[src/rwhp_pkg.sv]
package rwhp_pkg;

  localparam logic [31:0] TAG_RIFF = 32'h5249_4646;
  localparam logic [31:0] TAG_WAVE = 32'h5741_5645;
  localparam logic [31:0] TAG_FMT  = 32'h666D_7420;
  localparam logic [31:0] TAG_DATA = 32'h6461_7461;

  localparam int unsigned FMT_BODY_LEN = 16;
  localparam int unsigned HDR_LEN      = 8;
  localparam int unsigned TAG_LEN      = 4;

  // Byte counter within a chunk header or the fmt body.
  localparam int unsigned IDX_W = $clog2(FMT_BODY_LEN);

  localparam logic [IDX_W-1:0] HDR_LAST      = IDX_W'(HDR_LEN - 1);
  localparam logic [IDX_W-1:0] TAG_LAST      = IDX_W'(TAG_LEN - 1);
  localparam logic [IDX_W-1:0] FMT_LAST      = IDX_W'(FMT_BODY_LEN - 1);
  localparam logic [31:0]      FMT_BODY_LEN_W = 32'(FMT_BODY_LEN);
  localparam logic [15:0]      FMT_PCM        = 16'd1;

  // Field offsets within the fmt body.
  localparam logic [IDX_W-1:0] FB_FMT_LO  = IDX_W'(0);
  localparam logic [IDX_W-1:0] FB_FMT_HI  = IDX_W'(1);
  localparam logic [IDX_W-1:0] FB_CH_LO   = IDX_W'(2);
  localparam logic [IDX_W-1:0] FB_CH_HI   = IDX_W'(3);
  localparam logic [IDX_W-1:0] FB_RATE_B0 = IDX_W'(4);
  localparam logic [IDX_W-1:0] FB_RATE_B1 = IDX_W'(5);
  localparam logic [IDX_W-1:0] FB_RATE_B2 = IDX_W'(6);
  localparam logic [IDX_W-1:0] FB_RATE_B3 = IDX_W'(7);
  localparam logic [IDX_W-1:0] FB_BITS_LO = IDX_W'(14);
  localparam logic [IDX_W-1:0] FB_BITS_HI = IDX_W'(15);

  localparam int unsigned OUT_TDATA_W = 104;

  typedef enum logic [3:0] {
    PH_RIFF_HDR,
    PH_RIFF_SKIP,
    PH_WAVE_TAG,
    PH_FMT_HDR,
    PH_FMT_SKIP,
    PH_FMT_BODY,
    PH_FMT_REST,
    PH_DATA_HDR,
    PH_DATA_SKIP,
    PH_PAYLOAD,
    PH_HALTED
  } phase_t;

  typedef enum logic [3:0] {
    ST_PAYLOAD   = 4'd0,
    ST_HDR_OK    = 4'd1,
    ST_NO_RIFF   = 4'd2,
    ST_NOT_WAVE  = 4'd3,
    ST_NO_FMT    = 4'd4,
    ST_SHORT_FMT = 4'd5,
    ST_NOT_PCM   = 4'd6,
    ST_NO_DATA   = 4'd7,
    ST_PAY_END   = 4'd8
  } status_t;

  typedef struct packed {
    status_t     status;
    logic [7:0]  payload_byte;
    logic [15:0] channel_count;
    logic [31:0] sample_rate;
    logic [15:0] sample_bits;
  } result_t;

endpackage

[src/rwhp_in_reg.sv]
module rwhp_in_reg (
  input  logic       clk,
  input  logic       rst_n,
  input  logic       in_tvalid,
  output logic       in_tready,
  input  logic [7:0] in_byte,
  input  logic       in_eos,
  input  logic       take,
  output logic       valid,
  output logic [7:0] byte_q,
  output logic       eos_q
);

  logic       valid_r;
  logic       valid_nxt;
  logic [7:0] byte_r;
  logic       eos_r;

  assign in_tready = !valid_r || take;

  always_comb begin
    valid_nxt = valid_r;
    if (in_tvalid && in_tready) begin
      valid_nxt = 1'b1;
    end else if (take) begin
      valid_nxt = 1'b0;
    end
  end

  always_ff @(posedge clk) begin
    if (!rst_n) begin
      valid_r <= 1'b0;
    end else begin
      valid_r <= valid_nxt;
    end
  end

  always_ff @(posedge clk) begin
    if (in_tvalid && in_tready) begin
      byte_r <= in_byte;
      eos_r  <= in_eos;
    end
  end

  assign valid  = valid_r;
  assign byte_q = byte_r;
  assign eos_q  = eos_r;

endmodule

[src/rwhp_core.sv]
module rwhp_core (
  input  logic            clk,
  input  logic            rst_n,
  input  logic            fire,
  input  logic [7:0]      byte_in,
  input  logic            eos_in,
  output logic            res_valid,
  output rwhp_pkg::result_t res
);
  import rwhp_pkg::*;

  phase_t           phase_r, phase_nxt;
  logic [IDX_W-1:0] idx_r, idx_nxt;
  logic [31:0]      tag_r, tag_nxt;
  logic [31:0]      len_r, len_nxt;
  logic [31:0]      skip_r, skip_nxt;
  logic [15:0]      fmt_r, fmt_nxt;
  logic [15:0]      ch_r, ch_nxt;
  logic [31:0]      rate_r, rate_nxt;
  logic [15:0]      bits_r, bits_nxt;

  // Header byte collection shared by all chunk header phases.
  logic [31:0] hdr_tag;
  logic [31:0] hdr_len;
  logic        hdr_done;
  logic [31:0] skip_dec;
  logic        emit;
  status_t     st;

  always_comb begin
    hdr_tag  = tag_r;
    hdr_len  = len_r;
    if (idx_r < IDX_W'(TAG_LEN)) begin
      hdr_tag = {tag_r[23:0], byte_in};
    end else begin
      hdr_len = len_r | ({24'd0, byte_in} << {idx_r[1:0], 3'b000});
    end
    hdr_done = (idx_r == HDR_LAST);
    skip_dec = skip_r - 32'd1;
  end

  always_comb begin
    phase_nxt = phase_r;
    idx_nxt   = idx_r;
    tag_nxt   = tag_r;
    len_nxt   = len_r;
    skip_nxt  = skip_r;
    fmt_nxt   = fmt_r;
    ch_nxt    = ch_r;
    rate_nxt  = rate_r;
    bits_nxt  = bits_r;
    emit      = 1'b0;
    st        = ST_PAYLOAD;

    if (phase_r == PH_HALTED) begin
      emit = 1'b0;
    end else if (eos_in) begin
      emit      = 1'b1;
      phase_nxt = PH_HALTED;
      unique case (phase_r)
        PH_RIFF_HDR, PH_RIFF_SKIP: st = ST_NO_RIFF;
        PH_WAVE_TAG:               st = ST_NOT_WAVE;
        PH_FMT_HDR, PH_FMT_SKIP:   st = ST_NO_FMT;
        PH_FMT_BODY:               st = ST_SHORT_FMT;
        PH_PAYLOAD:                st = ST_PAY_END;
        default:                   st = ST_NO_DATA;
      endcase
    end else begin
      unique case (phase_r)
        PH_RIFF_HDR, PH_FMT_HDR, PH_DATA_HDR: begin
          tag_nxt = hdr_tag;
          len_nxt = hdr_len;
          idx_nxt = idx_r + IDX_W'(1);
          if (hdr_done) begin
            idx_nxt = '0;
            if (phase_r == PH_RIFF_HDR && hdr_tag == TAG_RIFF) begin
              phase_nxt = PH_WAVE_TAG;
              tag_nxt   = '0;
            end else if (phase_r == PH_FMT_HDR && hdr_tag == TAG_FMT) begin
              if (hdr_len < FMT_BODY_LEN_W) begin
                emit      = 1'b1;
                st        = ST_SHORT_FMT;
                phase_nxt = PH_HALTED;
              end else begin
                phase_nxt = PH_FMT_BODY;
              end
            end else if (phase_r == PH_DATA_HDR && hdr_tag == TAG_DATA) begin
              skip_nxt  = hdr_len;
              phase_nxt = PH_PAYLOAD;
              emit      = 1'b1;
              st        = ST_HDR_OK;
            end else if (hdr_len == '0) begin
              // Empty foreign chunk: straight on to the next header.
              tag_nxt = '0;
              len_nxt = '0;
            end else begin
              skip_nxt = hdr_len;
              if (phase_r == PH_RIFF_HDR) begin
                phase_nxt = PH_RIFF_SKIP;
              end else if (phase_r == PH_FMT_HDR) begin
                phase_nxt = PH_FMT_SKIP;
              end else begin
                phase_nxt = PH_DATA_SKIP;
              end
            end
          end
        end
        PH_RIFF_SKIP, PH_FMT_SKIP, PH_FMT_REST, PH_DATA_SKIP: begin
          skip_nxt = skip_dec;
          if (skip_dec == '0) begin
            idx_nxt = '0;
            tag_nxt = '0;
            len_nxt = '0;
            if (phase_r == PH_RIFF_SKIP) begin
              phase_nxt = PH_RIFF_HDR;
            end else if (phase_r == PH_FMT_SKIP) begin
              phase_nxt = PH_FMT_HDR;
            end else begin
              phase_nxt = PH_DATA_HDR;
            end
          end
        end
        PH_WAVE_TAG: begin
          tag_nxt = {tag_r[23:0], byte_in};
          idx_nxt = idx_r + IDX_W'(1);
          if (idx_r == TAG_LAST) begin
            if ({tag_r[23:0], byte_in} != TAG_WAVE) begin
              emit      = 1'b1;
              st        = ST_NOT_WAVE;
              phase_nxt = PH_HALTED;
            end else begin
              phase_nxt = PH_FMT_HDR;
              idx_nxt   = '0;
              tag_nxt   = '0;
              len_nxt   = '0;
            end
          end
        end
        PH_FMT_BODY: begin
          case (idx_r)
            FB_FMT_LO:  fmt_nxt  = {8'd0, byte_in};
            FB_FMT_HI:  fmt_nxt  = fmt_r | {byte_in, 8'd0};
            FB_CH_LO:   ch_nxt   = {8'd0, byte_in};
            FB_CH_HI:   ch_nxt   = ch_r | {byte_in, 8'd0};
            FB_RATE_B0: rate_nxt = {24'd0, byte_in};
            FB_RATE_B1: rate_nxt = rate_r | {16'd0, byte_in, 8'd0};
            FB_RATE_B2: rate_nxt = rate_r | {8'd0, byte_in, 16'd0};
            FB_RATE_B3: rate_nxt = rate_r | {byte_in, 24'd0};
            FB_BITS_LO: bits_nxt = {8'd0, byte_in};
            FB_BITS_HI: bits_nxt = bits_r | {byte_in, 8'd0};
            default:    fmt_nxt  = fmt_r;
          endcase
          idx_nxt = idx_r + IDX_W'(1);
          if (idx_r == FMT_LAST) begin
            idx_nxt = '0;
            if (fmt_nxt != FMT_PCM) begin
              emit      = 1'b1;
              st        = ST_NOT_PCM;
              phase_nxt = PH_HALTED;
            end else if (len_r > FMT_BODY_LEN_W) begin
              skip_nxt  = len_r - FMT_BODY_LEN_W;
              phase_nxt = PH_FMT_REST;
            end else begin
              phase_nxt = PH_DATA_HDR;
              tag_nxt   = '0;
              len_nxt   = '0;
            end
          end
        end
        PH_PAYLOAD: begin
          emit = 1'b1;
          if (skip_r == '0) begin
            st        = ST_PAY_END;
            phase_nxt = PH_HALTED;
          end else begin
            st       = ST_PAYLOAD;
            skip_nxt = skip_dec;
          end
        end
        default: begin
          phase_nxt = PH_HALTED;
        end
      endcase
    end
  end

  always_ff @(posedge clk) begin
    if (!rst_n) begin
      phase_r <= PH_RIFF_HDR;
      idx_r   <= '0;
      tag_r   <= '0;
      len_r   <= '0;
      skip_r  <= '0;
      fmt_r   <= '0;
      ch_r    <= '0;
      rate_r  <= '0;
      bits_r  <= '0;
    end else if (fire) begin
      phase_r <= phase_nxt;
      idx_r   <= idx_nxt;
      tag_r   <= tag_nxt;
      len_r   <= len_nxt;
      skip_r  <= skip_nxt;
      fmt_r   <= fmt_nxt;
      ch_r    <= ch_nxt;
      rate_r  <= rate_nxt;
      bits_r  <= bits_nxt;
    end
  end

  assign res_valid = fire && emit;

  always_comb begin
    res.status        = st;
    res.payload_byte  = (st == ST_PAYLOAD) ? byte_in : 8'd0;
    res.channel_count = ch_nxt;
    res.sample_rate   = rate_nxt;
    res.sample_bits   = bits_nxt;
  end

endmodule

[src/rwhp_out_reg.sv]
module rwhp_out_reg (
  input  logic                clk,
  input  logic                rst_n,
  input  logic                load,
  input  rwhp_pkg::result_t   res,
  output logic                can_take,
  output logic                out_tvalid,
  input  logic                out_tready,
  output logic [rwhp_pkg::OUT_TDATA_W-1:0] out_tdata,
  output logic [3:0]          out_tuser
);
  import rwhp_pkg::*;

  logic        valid_r, valid_nxt;
  result_t     res_r;
  logic [28:0] frame_r;
  logic [28:0] frame_nxt;

  // Whole bytes per sample times channels.
  assign frame_nxt = res.channel_count * res.sample_bits[15:3];

  assign can_take = !valid_r || out_tready;

  always_comb begin
    valid_nxt = valid_r;
    if (load) begin
      valid_nxt = 1'b1;
    end else if (out_tready) begin
      valid_nxt = 1'b0;
    end
  end

  always_ff @(posedge clk) begin
    if (!rst_n) begin
      valid_r <= 1'b0;
    end else begin
      valid_r <= valid_nxt;
    end
  end

  always_ff @(posedge clk) begin
    if (load) begin
      res_r   <= res;
      frame_r <= frame_nxt;
    end
  end

  assign out_tvalid = valid_r;
  assign out_tuser  = res_r.status;
  assign out_tdata  = {3'd0, frame_r, res_r.sample_bits, res_r.sample_rate,
                       res_r.channel_count, res_r.payload_byte};

endmodule

[src/riff_wave_header_parser.sv]
// Channel  Direction  tdata                      tuser
// in_      slave      [7:0] stream byte          [0] end of stream
// out_     master     payload, format fields     [3:0] status
//
// One stream byte is accepted every cycle while the output is not stalled. Each
// accepted byte is held in the input register; the parse state and the result
// register then load together when that byte is taken from the input register.
// rst_n is synchronous and active low; it returns the parser to the RIFF search.
// A stalled output holds the input register, and in_tready then falls.
module riff_wave_header_parser (
  input  logic         clk,
  input  logic         rst_n,
  input  logic         in_tvalid,
  output logic         in_tready,
  input  logic [7:0]   in_tdata,   // [7:0] stream_byte
  input  logic [0:0]   in_tuser,   // [0] end_of_stream
  output logic         out_tvalid,
  input  logic         out_tready,
  // [7:0] payload_byte, [23:8] channel_count, [55:24] sample_rate,
  // [71:56] sample_bits, [100:72] frame_bytes, [103:101] zero
  output logic [rwhp_pkg::OUT_TDATA_W-1:0] out_tdata,
  output logic [3:0]   out_tuser   // [3:0] status
);
  import rwhp_pkg::*;

  logic       s1_valid;
  logic [7:0] s1_byte;
  logic       s1_eos;
  logic       can_take;
  logic       fire;
  logic       res_valid;
  result_t    res;

  assign fire = s1_valid && can_take;

  rwhp_in_reg u_in (
    .clk       (clk),
    .rst_n     (rst_n),
    .in_tvalid (in_tvalid),
    .in_tready (in_tready),
    .in_byte   (in_tdata),
    .in_eos    (in_tuser[0]),
    .take      (fire),
    .valid     (s1_valid),
    .byte_q    (s1_byte),
    .eos_q     (s1_eos)
  );

  rwhp_core u_core (
    .clk       (clk),
    .rst_n     (rst_n),
    .fire      (fire),
    .byte_in   (s1_byte),
    .eos_in    (s1_eos),
    .res_valid (res_valid),
    .res       (res)
  );

  rwhp_out_reg u_out (
    .clk        (clk),
    .rst_n      (rst_n),
    .load       (res_valid),
    .res        (res),
    .can_take   (can_take),
    .out_tvalid (out_tvalid),
    .out_tready (out_tready),
    .out_tdata  (out_tdata),
    .out_tuser  (out_tuser)
  );

endmodule

[config.mk]
export PLATFORM = sky130hd
export DESIGN_NAME = riff_wave_header_parser
export DESIGN_NICKNAME = d
export VERILOG_FILES = /design/src/rwhp_pkg.sv /design/src/rwhp_in_reg.sv /design/src/rwhp_core.sv /design/src/rwhp_out_reg.sv /design/src/riff_wave_header_parser.sv
export SDC_FILE = /design/constraint.sdc
export NUM_CORES = 1
export LEC_CHECK = 0
export BUFFER_PORTS_ARGS = -buffer_cell sky130_fd_sc_hd__buf_2
export CORE_MARGIN = 8
export CORE_UTILIZATION = 55
export CTS_BUF_LIST = sky130_fd_sc_hd__clkbuf_8
export DETAILED_ROUTE_END_ITERATION = 8
export PLACE_DENSITY_LB_ADDON = 0.1
export SETUP_SLACK_MARGIN = 0.1
export SLEW_MARGIN = 40
export SYNTH_ARGS = -nofsm -noshare
export SYNTH_HDL_FRONTEND = slang
export SYNTH_SLANG_ARGS = --single-unit
[constraint.sdc]
create_clock -name clk -period 8.9 [get_ports clk]
set_input_delay 0.445 -clock clk [delete_from_list [all_inputs] [get_ports clk]]
set_output_delay 0.445 -clock clk [all_outputs]
set_load 0.02 [all_outputs]
**Word level (Yosys, flattened, before mapping)**

Cells that the tools add are included.

- Magnitude comparators: 3
- $add $sub $neg: 3
- Muxes and demuxes: 103
- Bitwise gates (word level): 9
- Multipliers: 1
- Shift operators: 1
- Equal/unequal tests: 42
- Reduce and logical (&&, ||, !) cells: 30

Operators with widths:

| kind | number |
|---|---|
| $mux 32 | 32 |
| $pmux 32 s4 | 4 |
| $mux 16 | 9 |
| $mux 4 | 29 |
| $eq 32x31->1 const B | 3 |
| $logic_not 32->1 | 3 |
| $pmux 16 s2 | 3 |
| $or 32x32->32 | 2 |
| $or 16x16->16 | 3 |
| $pmux 4 s5 | 2 |
| $eq 4x3->1 const B | 8 |
| $gt 32x5->1 const B | 1 |
| $lt 32x5->1 const B | 1 |
| $ne 32x31->1 const B | 1 |
| $or 32x16->32 | 1 |
| $or 32x24->32 | 1 |
| $pmux 4 s4 | 2 |
| $shl 8x5->32 | 1 |
| $sub 32x1->32 const B | 1 |
| $sub 32x5->32 const B | 1 |
| $mul 16x13->29 | 1 |
| $eq 4x4->1 const B | 5 |
| $ne 3x2->1 const B | 6 |
| $mux 1 | 17 |
| other kinds (26) | 55 |

- Word-level logic and storage cells: 211
- Register bits: 300

**Logic depth before layout (Yosys ltp)**

- Depth in word-level cells: 13
- Mapped depth: 31
- Gate-level depth less buffers: 28

**Hierarchy**

A second synthesis with hierarchy kept.

- Cells, all modules: 2408
- Area total of the unflattened synthesis: 21878.5 sq um

Modules (own cells, without submodules):

| module | times used | cells each | area each (sq um) | sequential area each (sq um) |
|---|---|---|---|---|
| rwhp_core | 1 | 1453 | 11399.7 | 3683.5 |
| rwhp_out_reg | 1 | 940 | 10144.7 | 3173.0 |
| rwhp_in_reg | 1 | 14 | 327.8 | 290.3 |
| riff_wave_header_parser | 1 | 1 | 6.3 | 0.0 |

**Worst setup path before layout**

Ideal clock, no wire load.

- Path type: flip-flop to flip-flop
- Start: reg u_core.idx_r[0]
- End: reg u_out.frame_r[0] (enable)
- Required time: 8.267 ns
- Data arrival time: 7.318 ns
- Cell stages (with the launch flop): 12
- Path buffers: 2
- Setup slack: 0.948 ns
- Path through: dfxtp_1 -> buf_2 -> inv_1 -> ha_1 -> or3b_4 -> buf_6 -> a21o_1 -> a31oi_1 -> nor4_2 -> nor2_1 -> nand2_1 -> a31oi_1

- Cells in the longest elaborated chain, start to end: 12

Ends and longest elaborated chain:

| element | line | RTL |
|---|---|---|
| from (decl) | rwhp_core.sv:13 | `logic [IDX_W-1:0] idx_r, idx_nxt;` |
| from (signal assigned) | rwhp_core.sv:200 | `idx_r <= idx_nxt;` |
| $shl 8x5->32 (tied with other cells) | rwhp_core.sv:36 | `hdr_len = len_r \| ({24'd0, byte_in} << {idx_r[1:0], 3'b000});` |
| $or 32x32->32 (tied with other cells) | rwhp_core.sv:36 |  |
| $mux 32 (tied with other cells) | rwhp_core.sv:33 | `if (idx_r < IDX_W'(TAG_LEN)) begin` |
| $lt 32x5->1 (tied with other cells) | rwhp_core.sv:80 | `if (hdr_len < FMT_BODY_LEN_W) begin` |
| $mux 1 (tied with other cells) | rwhp_core.sv:80 |  |
| $mux 1 or $ne 16x1->1 (tied branches) | rwhp_core.sv:79, rwhp_core.sv:156 |  |
| $mux 1 (on tied branches) | rwhp_core.sv:76, rwhp_core.sv:156 |  |
| $mux 1 (on tied branches) | rwhp_core.sv:74, rwhp_core.sv:154 |  |
| $pmux 1 s4 * | rwhp_core.sv:69 | `unique case (phase_r)` |
| $mux 1 * | rwhp_core.sv:57 | `end else if (eos_in) begin` |
| $mux 1 * | rwhp_core.sv:55 | `if (phase_r == PH_HALTED) begin` |
| $logic_and 1x1->1 * | rwhp_core.sv:211 | `assign res_valid = fire && emit;` |
| named net res_valid | riff_wave_header_parser.sv:31 | `logic res_valid;` |
| to (signal assigned) | rwhp_out_reg.sv:44 | `frame_r <= frame_nxt;` |
| to (decl) | rwhp_out_reg.sv:16 | `logic [28:0] frame_r;` |

Mark *: on every way through the listed nets, which the timed path passes. The rest lies on a longest branch. The select of a mux whose other input is x is not followed.
A chain may end at the register's enable or synchronous reset.

**Final worst setup path**

- Start: reg u_core.phase_r[3]
- End: reg u_out.frame_r[28], data pin

- Cells in the longest elaborated chain, start to end: 5

Ends and longest elaborated chain:

| element | line | RTL |
|---|---|---|
| from (decl) | rwhp_core.sv:12 | `phase_t phase_r, phase_nxt;` |
| from (signal assigned) | rwhp_core.sv:199 | `phase_r <= phase_nxt;` |
| $eq 4x3->1 | rwhp_core.sv:69 |  |
| $mux 16 | rwhp_core.sv:69 |  |
| $mux 16 | rwhp_core.sv:57 |  |
| $mux 16 | rwhp_core.sv:55 |  |
| $mul 16x13->29 * | rwhp_out_reg.sv:20 | `assign frame_nxt = res.channel_count * res.sample_bits[15:3];` |
| named net u_out.frame_nxt[28] | rwhp_out_reg.sv:17 | `logic [28:0] frame_nxt;` |

Mark *: on every way through the listed nets, which the timed path passes. The rest lies on a longest branch.

==> key figures <==
STA
  • Final Max Tran Viols: 0
  • Worst Tran Pin Value: 0.8198 ns
  • Post-layout min period: 8.254 ns
  • Final setup margin: 0.6457 ns
  • Fin crit share: 0.9274
  • Setup-failing EPs final: 0
  • Clock Skews: 0.03453 ns
  • Fmax: 0.1211 GHz
  • Max_slew headroom: 0.4514
  • Final hold violation count: 0
  • Setup TNS: 0 ns
  • RSZ-0062 raised after global routing: false

Placement
  • Final GP Congestion: 0.9506
  • HPWL Detailed: 44.24 mm
  • Pre-CTS setup slack: 0.7536 ns
  • Placed cells: 2962
  • Port Buffers: 119

Drt
  • Post-route DRC: 0
  • Drt total wl: 61.89 mm
  • Detail Route Antenna Nets: 0
  • Iteration-0 DRC count of the detailed router: 1811
  • Vias: 18290
  • Length of the first detailed-routing pass in iterations: 6
  • Avg WL per Cell: 20.14 um
  • Drt via density: 5.953

Setup path
  • CP Launch Type: flop
  • Crit end category: flop
  • R2R Setup Slk: 0.65 ns
  • Setup CP Type: flop to flop
  • WP data required: 9.27 ns
  • Maximum net fanout on the critical path: 20
  • WP data arrival: 8.63 ns

Global route
  • Vias in the first global route: 18320
  • First-pass GRT wire length: 100.1 mm
  • Largest net degree at the start of global routing: 84
  • GRT Residual Overflow: 0
  • Total track usage: 0.2786
  • Initial antenna violation count: 2

Yosys
  • Synthesis Warnings: 0
  • Sequential cell area fraction in the yosys report: 0.3402
  • Cells after Synth: 2408
  • Prevailing post-synth register cell: dfxtp_1
  • Yosys reg bits: 300
  • Synth async-reset ratio: 0
  • Mapped Area: 21010 um^2
  • Number of flops mapped to enable cells by yosys: 114
  • Syn avg cell area: 8.724 um^2
  • Distinct cell type count after synthesis: 95

Run status
  • Status: complete, no violations

Clocking
  • Maximum clock insertion buffer count: 3
  • CTS tree: built
  • Worst-skew pair later-pin latency: 0.66 ns
  • CTS clk-pin slew, worst paths: 0.06 ns
  • Clock root buffer: clkbuf_8
  • CTS buffer count: 53
  • Setup bufs post-CTS: 0
  • Clock Sinks: 300
  • Htree depth: 2

Job
  • Max-cap violations: 0

Die
  • Die Area: 44700 um^2
  • Core Rows: 71
  • Die H: 211.4 um
  • Starting density of the core: 0.5577
  • Core ar.: 37670 um^2
  • Die width: 211.4 um
  • Ports: 123

Cells and area
  • Fill cells: 3420
  • Final nets: 2765
  • Layout cells sized above 1: 0.1230
  • Non-Filler Instances: 3073
  • Area grow syn2layout: 11.76%

Power
  • Worst vdd ir: 0.1134 mV
  • Leak: 10.15 nW
  • Cell Pwr Density: 135.5 nW/um^2

Worst hold path
  • Hold Crit Class: input pin to flop
[per-stage QoR]
stage / hold WS (ns) / power (mW) / cell area (um^2) / util
finish: 0.1594 / 3.181 / 23480 / 0.6233
global route: 0.1546 / 3.302 / 23480 / 0.6232
CTS: 0.1090 / 3.215 / 23460 / 0.6228
detailed placement: 0.4484 / 1.795 / 22200 / 0.5894
global placement: 0.4422 / 1.790 / 22120 / 0.5874
floorplan: 0.4332 / 1.706 / 21010 / -
[cells in the mapped netlist (16+ instances only)]
cell type | instances | share of area
edfxtp_1 | 114 | 0.16
clkbuf_1 | 90 | 0.016
xnor2_1 | 31 | 0.013
a31oi_1 | 43 | 0.013
a22oi_1 | 31 | 0.011
a311oi_1 | 16 | 0.0067
buf_2 | 28 | 0.0067
a21o_1 | 27 | 0.0096
inv_1 | 241 | 0.043
nand4_1 | 21 | 0.0063
fa_1 | 154 | 0.15
or3_1 | 19 | 0.0057
nor4_1 | 31 | 0.0092
nand2_1 | 299 | 0.053
nor3_1 | 58 | 0.014
nor2_1 | 312 | 0.056
a21oi_1 | 121 | 0.029
a22o_1 | 32 | 0.013
nand3_1 | 36 | 0.0086
o21ai_0 | 69 | 0.016
a211oi_1 | 37 | 0.013
ha_1 | 82 | 0.049
and2_1 | 32 | 0.0095
dfxtp_1 | 186 | 0.18
[power breakdown]
part / switching (mW) / total [mW] / internal, mW / leakage (nW)
Combinational: 0.206 / 0.297 / 0.0905 / 6.90
Sequential: 0.0249 / 1.48 / 1.45 / 2.60
Clock: 0.626 / 1.41 / 0.780 / 0.655
[state kept, by name, indices dropped and copies added (netlist names)]
| register | flops |
|---|---|
| u_core.bits_r | 16 |
| u_core.ch_r | 16 |
| u_core.fmt_r | 16 |
| u_core.idx_r | 4 |
| u_core.len_r | 32 |
| u_core.phase_r | 4 |
| u_core.rate_r | 32 |
| u_core.skip_r | 32 |
| u_core.tag_r | 32 |
| u_in.byte_q | 8 |
| u_in.eos_q | 1 |
| u_in.valid | 1 |
| u_out.frame_r | 29 |
| u_out.out_tdata | 72 |
| u_out.out_tuser | 4 |
| u_out.out_tvalid | 1 |
[placed cells by master (no fill, tap or decap), types with 14 or more instances in the layout]
cell type / netlist / routed
xnor2_1: 31 / 31
nor2_1: 312 / 312
clkinv_1: 13 / 16
or3_1: 19 / 19
o21ai_0: 69 / 69
xor2_1: 15 / 15
a211oi_1: 37 / 37
a21o_1: 27 / 26
a311oi_1: 16 / 16
a22o_1: 32 / 32
a22oi_1: 31 / 30
ha_1: 82 / 82
nand2_1: 299 / 299
buf_4: 5 / 57
a21oi_1: 121 / 120
nand2b_1: 15 / 14
clkbuf_8: 0 / 61
nand3_1: 36 / 36
dfxtp_1: 186 / 186
nor4_1: 31 / 31
and2_1: 32 / 32
fa_1: 154 / 154
edfxtp_1: 114 / 114
nand4_1: 21 / 21
buf_2: 28 / 118
inv_1: 241 / 257
nor3_1: 58 / 57
a31oi_1: 43 / 42
[cell families (layout without fill, tap and decap cells)]
group / count (synthesis) / after routing / share of synthesized area
other: 1 / 4 / 0.0001785
buffers and inverters: 396 / 547 / 0.07588
AND/OR/NAND/NOR: 914 / 914 / 0.2017
XOR/XNOR: 46 / 46 / 0.01918
multiplexers: 6 / 6 / 0.002919
flip-flops: 300 / 300 / 0.3402
adder cells (fa/ha/maj): 236 / 236 / 0.1956
AO/OA/AOI/OAI: 509 / 509 / 0.1643
[path summary, 6_finish.rpt]
check                                       start                end  cells past startpoint
worst max-delay path            u_core.phase_r[3]  u_out.frame_r[28]                     27
worst min-delay path                   out_tready   u_out.out_tvalid                      4
worst max register to register  u_core.phase_r[3]  u_out.frame_r[28]                     27
worst min register to register  u_core.rate_r[29]  u_core.rate_r[29]                      2
[routing by layer]
metal  vias up  share of wire  global-route usage
li1       8516              -                   -
met1      8831           0.41              0.3590
met2       772           0.48              0.4611
met3       170          0.073             0.04703
met4         4          0.041              0.1172
met5         -        0.00048                   0
[worst max-delay path, stage by stage (launching register included)]
cell	delay, ns
dfxtp_1	0.75
nor2b_1	0.19
nand2_1	0.36
nor2_1	0.12
buf_4	0.24
nand2_1	0.27
nor2_1	0.09
o21ai_1	0.56
inv_1	0.46
nand2_1	0.22
fa_1	0.40
inv_1	0.09
fa_1	0.41
fa_1	0.49
fa_1	0.51
inv_1	0.06
fa_1	0.53
inv_1	0.04
ha_1	0.33
o21ai_0	0.10
a211oi_1	0.22
o21ai_0	0.16
and4b_1	0.29
o41ai_2	0.43
a31oi_1	0.20
o21ai_0	0.20
a21oi_1	0.11
xnor2_1	0.13
[what timing repair did]
item,in CTS,in global routing
gates resized for setup,0,1
hold buffers,10,0
hold endpoints to repair,10,0
endpoints found under the setup margin,0,2
[final cells by class]
cell class | count | area, um^2 | area share
Multi-Input combinational cell | 1714 | 12350 | 0.5262
Sequential cell | 300 | 7147 | 0.3044
Timing Repair Buffer | 192 | 1217 | 0.05185
Inverter | 255 | 958.4 | 0.04082
Clock buffer | 61 | 839.6 | 0.03576
Tap cell | 511 | 639.4 | 0.02723
Clock inverter | 39 | 320.3 | 0.01364
Antenna cell | 1 | 2.502 | 0.0001066
No activity file was read; power rests on OpenSTA's default activity.
